`src/rtl/string_literal_span_finder_core_macros.svh`:
```
// assertion macros shared by the rtl
`ifndef STRING_LITERAL_SPAN_FINDER_CORE_MACROS_SVH
`define STRING_LITERAL_SPAN_FINDER_CORE_MACROS_SVH

// property that must hold at every edge out of reset
`define SLSF_ASSERT(label, expr, msg) \
    label: assert property (@(posedge clk) disable iff (!rst_n) (expr)) else $error(msg);

// implication whose consequent is checked in the cycle after the antecedent
`define SLSF_ASSERT_NEXT(label, ante, cons, msg) \
    label: assert property (@(posedge clk) disable iff (!rst_n) (ante) |=> (cons)) \
        else $error(msg);

`endif

```
`src/rtl/slsf_pkg.sv`:
```
package slsf_pkg;

    localparam int COL_W = 13;
    localparam logic [COL_W-1:0] MAX_LINE = 13'd4096;

    localparam logic [15:0] CH_DQ  = 16'h0022;
    localparam logic [15:0] CH_SQ  = 16'h0027;
    localparam logic [15:0] CH_BS  = 16'h005C;
    localparam logic [15:0] CH_NL  = 16'h000A;
    localparam logic [15:0] CH_NUL = 16'h0000;
    localparam logic [15:0] CH_SP  = 16'h0020;
    localparam logic [7:0]  CH_SP8 = 8'h20;

    localparam logic KIND_SPAN    = 1'b0;
    localparam logic KIND_SUMMARY = 1'b1;

    localparam int Q_DEPTH = 4;
    localparam int Q_PTR_W = 2;
    localparam int Q_CNT_W = 3;

    typedef enum logic [4:0] {
        PH_LEAD   = 5'b00001,
        PH_OUTER  = 5'b00010,
        PH_INSIDE = 5'b00100,
        PH_ESCAPE = 5'b01000,
        PH_AFTER  = 5'b10000
    } phase_t;

    typedef struct packed {
        logic             kind;
        logic [COL_W-1:0] span_begin;
        logic [COL_W-1:0] span_end;
        logic             starts_with_quote;
        logic             ends_open;
        logic             last;
    } result_t;

    typedef struct packed {
        logic [1:0] cnt;
        result_t    r0;
        result_t    r1;
    } scan_out_t;

    function automatic result_t make_span(logic [COL_W-1:0] b, logic [COL_W-1:0] e,
                                          logic last);
        result_t r;
        r.kind              = KIND_SPAN;
        r.span_begin        = b;
        r.span_end          = e;
        r.starts_with_quote = 1'b0;
        r.ends_open         = 1'b0;
        r.last              = last;
        return r;
    endfunction

    function automatic result_t make_summary(logic sq, logic eo);
        result_t r;
        r.kind              = KIND_SUMMARY;
        r.span_begin        = '0;
        r.span_end          = '0;
        r.starts_with_quote = sq;
        r.ends_open         = eo;
        r.last              = 1'b1;
        return r;
    endfunction

endpackage

```
`src/rtl/slsf_scan.sv`:
```
module slsf_scan (
    input  logic               clk,
    input  logic               rst_n,
    input  logic               fire,
    input  logic [15:0]        ch,
    output slsf_pkg::scan_out_t res
);

    slsf_pkg::phase_t                 phase_reg, phase_next;
    logic                             qd_reg, qd_next;
    logic [slsf_pkg::COL_W-1:0]       column_reg, column_next;
    logic [slsf_pkg::COL_W-1:0]       lit_reg, lit_next;
    logic [slsf_pkg::COL_W-1:0]       close_reg, close_next;
    logic                             begin_reg, begin_next;
    logic                             end_reg, end_next;

    logic                             eol;
    logic                             is_quote;
    logic                             is_term;
    logic                             do_open;
    logic                             end_f;
    logic                             have_span;
    logic [slsf_pkg::COL_W-1:0]       span_e;
    logic [slsf_pkg::COL_W-1:0]       col_inc;

    assign eol      = (ch == slsf_pkg::CH_NUL) || (ch == slsf_pkg::CH_NL);
    assign is_quote = (ch == slsf_pkg::CH_DQ) || (ch == slsf_pkg::CH_SQ);
    assign is_term  = qd_reg ? (ch == slsf_pkg::CH_DQ) : (ch == slsf_pkg::CH_SQ);
    assign col_inc  = (column_reg >= slsf_pkg::MAX_LINE) ? slsf_pkg::MAX_LINE
                                                         : column_reg + 13'd1;

    always_comb
    begin
        phase_next  = phase_reg;
        qd_next     = qd_reg;
        column_next = column_reg;
        lit_next    = lit_reg;
        close_next  = close_reg;
        begin_next  = begin_reg;
        end_next    = end_reg;
        res         = '0;
        do_open     = 1'b0;
        end_f       = end_reg;
        have_span   = 1'b0;
        span_e      = column_reg;

        if (eol)
        begin
            // line end: flush any open double-quoted literal, then the summary
            if (phase_reg == slsf_pkg::PH_AFTER)
            begin
                end_f     = 1'b1;
                have_span = qd_reg;
                span_e    = close_reg;
            end
            else if (phase_reg == slsf_pkg::PH_INSIDE || phase_reg == slsf_pkg::PH_ESCAPE)
            begin
                have_span = qd_reg;
            end
            if (have_span)
            begin
                res.cnt = 2'd2;
                res.r0  = slsf_pkg::make_span(lit_reg, span_e, 1'b0);
                res.r1  = slsf_pkg::make_summary(begin_reg, end_f);
            end
            else
            begin
                res.cnt = 2'd1;
                res.r0  = slsf_pkg::make_summary(begin_reg, end_f);
            end
            phase_next  = slsf_pkg::PH_LEAD;
            qd_next     = 1'b0;
            column_next = '0;
            lit_next    = '0;
            close_next  = '0;
            begin_next  = 1'b0;
            end_next    = 1'b0;
        end
        else
        begin
            unique case (phase_reg)
                slsf_pkg::PH_LEAD:
                begin
                    if (ch > slsf_pkg::CH_SP)
                    begin
                        begin_next = (ch == slsf_pkg::CH_DQ);
                        do_open    = 1'b1;
                    end
                end
                slsf_pkg::PH_INSIDE:
                begin
                    if (is_term)
                    begin
                        close_next = col_inc;
                        phase_next = slsf_pkg::PH_AFTER;
                    end
                    else if (ch == slsf_pkg::CH_BS)
                    begin
                        phase_next = slsf_pkg::PH_ESCAPE;
                    end
                end
                slsf_pkg::PH_ESCAPE:
                begin
                    phase_next = slsf_pkg::PH_INSIDE;
                end
                slsf_pkg::PH_AFTER:
                begin
                    // whitespace test uses the low byte only
                    if (ch[7:0] > slsf_pkg::CH_SP8)
                    begin
                        if (is_term)
                        begin
                            phase_next = slsf_pkg::PH_INSIDE;
                        end
                        else
                        begin
                            end_next = 1'b0;
                            do_open  = 1'b1;
                            if (qd_reg)
                            begin
                                res.cnt = 2'd1;
                                res.r0  = slsf_pkg::make_span(lit_reg, close_reg, 1'b1);
                            end
                        end
                    end
                end
                default:
                begin
                    do_open = 1'b1;
                end
            endcase

            if (do_open)
            begin
                if (is_quote)
                begin
                    qd_next    = (ch == slsf_pkg::CH_DQ);
                    lit_next   = column_reg;
                    phase_next = slsf_pkg::PH_INSIDE;
                end
                else
                begin
                    phase_next = slsf_pkg::PH_OUTER;
                end
            end
            column_next = col_inc;
        end
    end

    always_ff @(posedge clk or negedge rst_n)
    begin
        if (!rst_n)
        begin
            phase_reg  <= slsf_pkg::PH_LEAD;
            qd_reg     <= 1'b0;
            column_reg <= '0;
            lit_reg    <= '0;
            close_reg  <= '0;
            begin_reg  <= 1'b0;
            end_reg    <= 1'b0;
        end
        else if (fire)
        begin
            phase_reg  <= phase_next;
            qd_reg     <= qd_next;
            column_reg <= column_next;
            lit_reg    <= lit_next;
            close_reg  <= close_next;
            begin_reg  <= begin_next;
            end_reg    <= end_next;
        end
    end

endmodule

```
`src/rtl/slsf_outq.sv`:
```
`include "string_literal_span_finder_core_macros.svh"

module slsf_outq (
    input  logic                   clk,
    input  logic                   rst_n,
    input  logic [1:0]             push_cnt,
    input  slsf_pkg::result_t      push_r0,
    input  slsf_pkg::result_t      push_r1,
    output logic                   room,
    output logic                   out_valid,
    input  logic                   out_ready,
    output slsf_pkg::result_t      out_data
);

    slsf_pkg::result_t                    mem_reg [slsf_pkg::Q_DEPTH];
    logic [slsf_pkg::Q_PTR_W-1:0]         wr_ptr_reg, wr_ptr_next;
    logic [slsf_pkg::Q_PTR_W-1:0]         rd_ptr_reg, rd_ptr_next;
    logic [slsf_pkg::Q_CNT_W-1:0]         count_reg, count_next;
    logic [slsf_pkg::Q_PTR_W-1:0]         wr_ptr_inc;
    logic                                 pop;

    // room for the two results a line end can cause
    assign room       = (count_reg <= 3'(slsf_pkg::Q_DEPTH - 2));
    assign out_valid  = (count_reg != '0);
    assign out_data   = mem_reg[rd_ptr_reg];
    assign pop        = out_valid && out_ready;
    assign wr_ptr_inc = wr_ptr_reg + 2'd1;

    always_comb
    begin
        wr_ptr_next = wr_ptr_reg + push_cnt;
        rd_ptr_next = rd_ptr_reg + {1'b0, pop};
        count_next  = count_reg + {1'b0, push_cnt} - {2'b00, pop};
    end

    always_ff @(posedge clk)
    begin
        if (push_cnt != 2'd0)
        begin
            mem_reg[wr_ptr_reg] <= push_r0;
        end
        if (push_cnt == 2'd2)
        begin
            mem_reg[wr_ptr_inc] <= push_r1;
        end
    end

    always_ff @(posedge clk or negedge rst_n)
    begin
        if (!rst_n)
        begin
            wr_ptr_reg <= '0;
            rd_ptr_reg <= '0;
            count_reg  <= '0;
        end
        else
        begin
            wr_ptr_reg <= wr_ptr_next;
            rd_ptr_reg <= rd_ptr_next;
            count_reg  <= count_next;
        end
    end

    `SLSF_ASSERT(a_count_bound, count_reg <= 3'(slsf_pkg::Q_DEPTH), "result queue overflow")
    `SLSF_ASSERT(a_push_room, (push_cnt == 2'd0) || room, "push without room")
    `SLSF_ASSERT_NEXT(a_pop_only, pop && (push_cnt == 2'd0),
        count_reg == $past(count_reg) - 3'd1, "pop count mismatch")
    `SLSF_ASSERT_NEXT(a_pair_push, (push_cnt == 2'd2) && !pop,
        count_reg == $past(count_reg) + 3'd2, "pair push count mismatch")

endmodule

```
`src/rtl/string_literal_span_finder_core.sv`:
```
// string literal span finder
// input channel: in_valid/in_ready carry one character ch per item; 0 or 10
// ends the line. output channel: out_valid/out_ready carry one result per item,
// kind 0 = double-quoted literal span (span_begin/span_end columns), kind 1 =
// line summary (starts_with_quote, ends_open). last marks the final result
// caused by one input item.
// results pass in order through a registered result queue. throughput: one
// character per cycle while the queue has room; a line end that flushes an
// open literal causes two results, which drain one per cycle with out_ready high.
// in_ready follows a four-entry result queue that must have room for two
// results; when the receiver stalls the queue fills and in_ready drops, and
// no result is lost. single-quoted literals cause no results.
// reset: the scanner returns to the leading-blank state at column zero and the
// result queue empties; out_valid is low and in_ready high right after reset.
module string_literal_span_finder_core (
    input  logic                          clk,
    input  logic                          rst_n,
    input  logic                          in_valid,
    output logic                          in_ready,
    input  logic [15:0]                   ch,
    output logic                          out_valid,
    input  logic                          out_ready,
    output logic                          kind,
    output logic [slsf_pkg::COL_W-1:0]    span_begin,
    output logic [slsf_pkg::COL_W-1:0]    span_end,
    output logic                          starts_with_quote,
    output logic                          ends_open,
    output logic                          last
);

    logic                  fire;
    logic                  room;
    logic [1:0]            push_cnt;
    slsf_pkg::scan_out_t   scan_res;
    slsf_pkg::result_t     head;

    assign in_ready = room;
    assign fire     = in_valid && room;
    assign push_cnt = fire ? scan_res.cnt : 2'd0;

    slsf_scan u_scan (
        .clk   (clk),
        .rst_n (rst_n),
        .fire  (fire),
        .ch    (ch),
        .res   (scan_res)
    );

    slsf_outq u_outq (
        .clk       (clk),
        .rst_n     (rst_n),
        .push_cnt  (push_cnt),
        .push_r0   (scan_res.r0),
        .push_r1   (scan_res.r1),
        .room      (room),
        .out_valid (out_valid),
        .out_ready (out_ready),
        .out_data  (head)
    );

    assign kind              = head.kind;
    assign span_begin        = head.span_begin;
    assign span_end          = head.span_end;
    assign starts_with_quote = head.starts_with_quote;
    assign ends_open         = head.ends_open;
    assign last              = head.last;

endmodule

```
`config.mk`:
```
export PLATFORM = sky130hd
export DESIGN_NAME = string_literal_span_finder_core
export DESIGN_NICKNAME = d
export VERILOG_FILES = /design/src/rtl/slsf_pkg.sv /design/src/rtl/slsf_scan.sv /design/src/rtl/slsf_outq.sv /design/src/rtl/string_literal_span_finder_core.sv
export VERILOG_INCLUDE_DIRS = /design/src /design/src/rtl
export SDC_FILE = /design/constraint.sdc
export NUM_CORES = 1
export LEC_CHECK = 0
export BUFFER_PORTS_ARGS = -buffer_cell sky130_fd_sc_hd__buf_2
export CELL_PAD_IN_SITES_DETAIL_PLACEMENT = 0
export CELL_PAD_IN_SITES_GLOBAL_PLACEMENT = 2
export CORE_ASPECT_RATIO = 1.2
export CORE_MARGIN = 3
export CORE_UTILIZATION = 27
export CTS_CLUSTER_DIAMETER = 40
export DETAILED_ROUTE_END_ITERATION = 10
export PLACE_DENSITY_LB_ADDON = 0.2
export SKIP_CTS_REPAIR_TIMING = 1
export SLEW_MARGIN = 20
export SYNTH_ARGS = -nofsm -noshare
export SYNTH_HDL_FRONTEND = slang
export SYNTH_HIERARCHICAL = 1
export SYNTH_SLANG_ARGS = --single-unit
```
`constraint.sdc`:
```
create_clock -name clk -period 6.6 [get_ports clk]
set_clock_uncertainty 0.1 [all_clocks]
set_input_delay 0.33 -clock clk [delete_from_list [all_inputs] [get_ports clk]]
set_output_delay 0.33 -clock clk [all_outputs]
set_load 0.02 [all_outputs]
```
==> flow_metrics.tcl <==
set metrics [dict create \
    outcome "finished clean" \
    grt_max_degree 54 \
    die_x_um 176 \
    pin_count 52 \
    setup_tns_ns 0 \
    worstMarginPinSlew_ns 0.927 \
    ctsHtreeMaxLevel 4 \
    start_kind "primary input" \
    synth_mux_area_frac 0.250 \
    ff2ff_setup_slack_ns 2.49 \
    core_area_mm2 0.0342 \
    synth.area.top_cells "edfxtp_1 38%, dfrtp_1 14%, mux2_2 8.5%, mux2_4 8.5%, mux4_2 7.2%" \
    relSlewSlack 0.380 \
    start_util 0.274 \
    diodes 0 \
    drc 0 \
    critPathKind "primary input to flop" \
    rows 74 \
    root_buffer "clkbuf_16" \
    fmax_mhz 226 \
    dr.pass1.iters 4 \
    detail-route-antenna-nets 0 \
    final_common_cell "edfxtp_1" \
    finalCriticalPeriod_ns 4.43 \
    synth_top_family_by_area "multiplexers" \
    synth_fa_ha_area_frac 0.00881 \
    syn_inst 644 \
    track_usage 0.124 \
    antenna_found_initial 0 \
    power.internal_uw 2040 \
    die_y_um 210 \
    cts_tree "yes" \
    grt_pass1_vias 5628 \
    ys.flop_type "edfxtp_1" \
    clk_pin_slew_ns 0.07 \
    seqPwrFrac 0.435 \
    dp.final_hpwl_um 14600 \
    switching_share 0.319 \
    clock-sinks 173 \
    synth_cell_types 58 \
    syn2layout_area_growth_pct 12.1 \
    p_leak_uw 0.00395 \
    clkLatencyLatePin_ns 0.43 \
    max_cap_viol_count 0 \
    timing_hold_violations_final 0 \
    cp-end-kind "flop" \
    layout_common_cells "120 x edfxtp_1, 71 x mux2_2, 53 x mux2_4" \
    synth-simple-area-share 0.0724 \
    synth_edf_count 120 \
    viasPerCell 4.58 \
    synth_top_cell_by_area "edfxtp_1" \
    hp-start "out_ready" \
    port_buffers 51 \
    largest_register_ffs 120 \
    grt_pass1_wl_um 34600 \
    switchingPower_uw 954 \
    vias 5281 \
    avgRoutedWirePerCell_um 19.2 \
    path_max_fanout 31 \
    synth-compound-area-share 0.0687 \
    r2r_start "u_scan/qd_reg" \
    fin_nets 712 \
    syn-cell-area_mm2 0.00937 \
    required_ns 6.60 \
    final-max-slew-violation-count 0 \
    synth_area_per_cell_um2 14.6 \
    yosys_warnings 6 \
    post-route-cell-area_mm2 0.0105 \
    async_flop_share 0.306 \
    grt_setup_unrepaired "false" \
    die-area_mm2 0.0370 \
    peakVddDrop_mv 0.159 \
    setup.worst_path.start "ch[0]" \
    ys_ff_latch 173 \
    synth_xor_area_frac 0.0168 \
    drive_gt1_frac 0.395 \
    place_congestion 0.712 \
    synth.top_cell.area_share 0.384 \
    drt_iter0_drc 254 \
    clk_path_buf_depth 2 \
    p_clk_frac 0.321 \
    arrival_ns 4.43 \
    power-per-cell-area_mw_per_mm2 285 \
    gr-total-overflow 0 \
    setup_viol 0 \
    place_area_mm2 0.00995 \
    p_comb_frac 0.244 \
    worst_hold_path_type "primary input to flop" \
    cts_buffers 17 \
    wl_um 22200 \
    ys_seq_area_frac 0.526 \
    fin_crit_sh 0.671 \
]
==> path summary, 6_finish.rpt <==
| path | end | cells past startpoint |
|---|---|---|
| setup / recovery | u_outq/mem_reg[2][25] | 9 |
| hold / removal | u_outq/rd_ptr_reg[0] | 3 |
| setup reg to reg | u_outq/mem_reg[2][25] | 8 |
| hold reg to reg | u_scan/close_reg[5] | 2 |
| max in group asynchronous | u_outq/rd_ptr_reg[1] | 3 |
| min in group asynchronous | u_scan/phase_reg[4] | 3 |
==> worst max-delay path, cell delays in order <==
cell and delay (ns):
buf_2 0.12, or2_4 0.26, or4_4 0.52, or4_4 0.61, nor2_1 0.50, and3_1 0.41
and4bb_4 0.80, o21bai_2 0.40, buf_4 0.44
==> per-stage QoR <==
step	setup slack (ns)	std cells	util	power, uW	hold WS [ns]
finish	2.17	1154	0.307	2990	0.0922
global route	1.90	1154	0.307	3140	0.102
CTS	2.11	1153	0.307	3050	-0.0557
detailed placement	1.67	1122	0.291	2080	0.371
global placement	1.82	1122	0.291	2080	0.367
floorplan	1.14	669	-	1840	-0.0656
==> cell type report <==
type                       count  area (um2)
clock buffer                  17         425
fill                        3414       23700
clock inverter                14         120
timing repair buffer          66         383
multi-input combinational    416        4030
sequential                   173        4930
tap                          456         571
inverter                      12        45.0
==> cell usage after synthesis, drive strengths merged (2+ instances only) <==
library cell and number:
o31ai 16, or4 2, nor2 16, and2 17, a21oi 8, inv 12, nor3 6, and4bb 3
xor2 8, mux4 30, o211ai 3, or2 3, o21ai 25, nor2b 3, o21bai 3, mux2 127
a31oi 2, nor3b 2, buf 61, and3 10, ha 5, nand2 33, xnor2 10, nand4 3
nand3 7, mux2i 4, clkbuf 7, dfrtp 52, a22o 27, nor4 4, edfxtp 120
==> layer usage <==
layer	global-route usage	share of wire	vias to the layer above
met2	0.213	0.51	72
met3	0.0231	0.023	14
li1	-	-	2508
met1	0.161	0.45	2687
met5	0	0	-
met4	0.0328	0.0095	0
==> cell families (layout without fill, tap and decap cells) <==
family          Yosys count  count (layout)
fa+ha+maj                 6               6
mux                     161             161
compound gates           90              90
flops                   173             173
simple gates            115             115
xor+xnor                 18              18
buf+inv                  80             109
other cells               1              26
==> power groups by stage <==
| stage | registers (uW) | logic [uW] | clock network, uW |
|---|---|---|---|
| floorplan | 1250 | 591 | 0 |
| global placement | 1330 | 752 | 0 |
| detailed placement | 1330 | 751 | 0 |
| CTS | 1300 | 754 | 989 |
| global route | 1310 | 796 | 1030 |
| finish | 1300 | 728 | 960 |
Power figures use the tool's default switching activity.
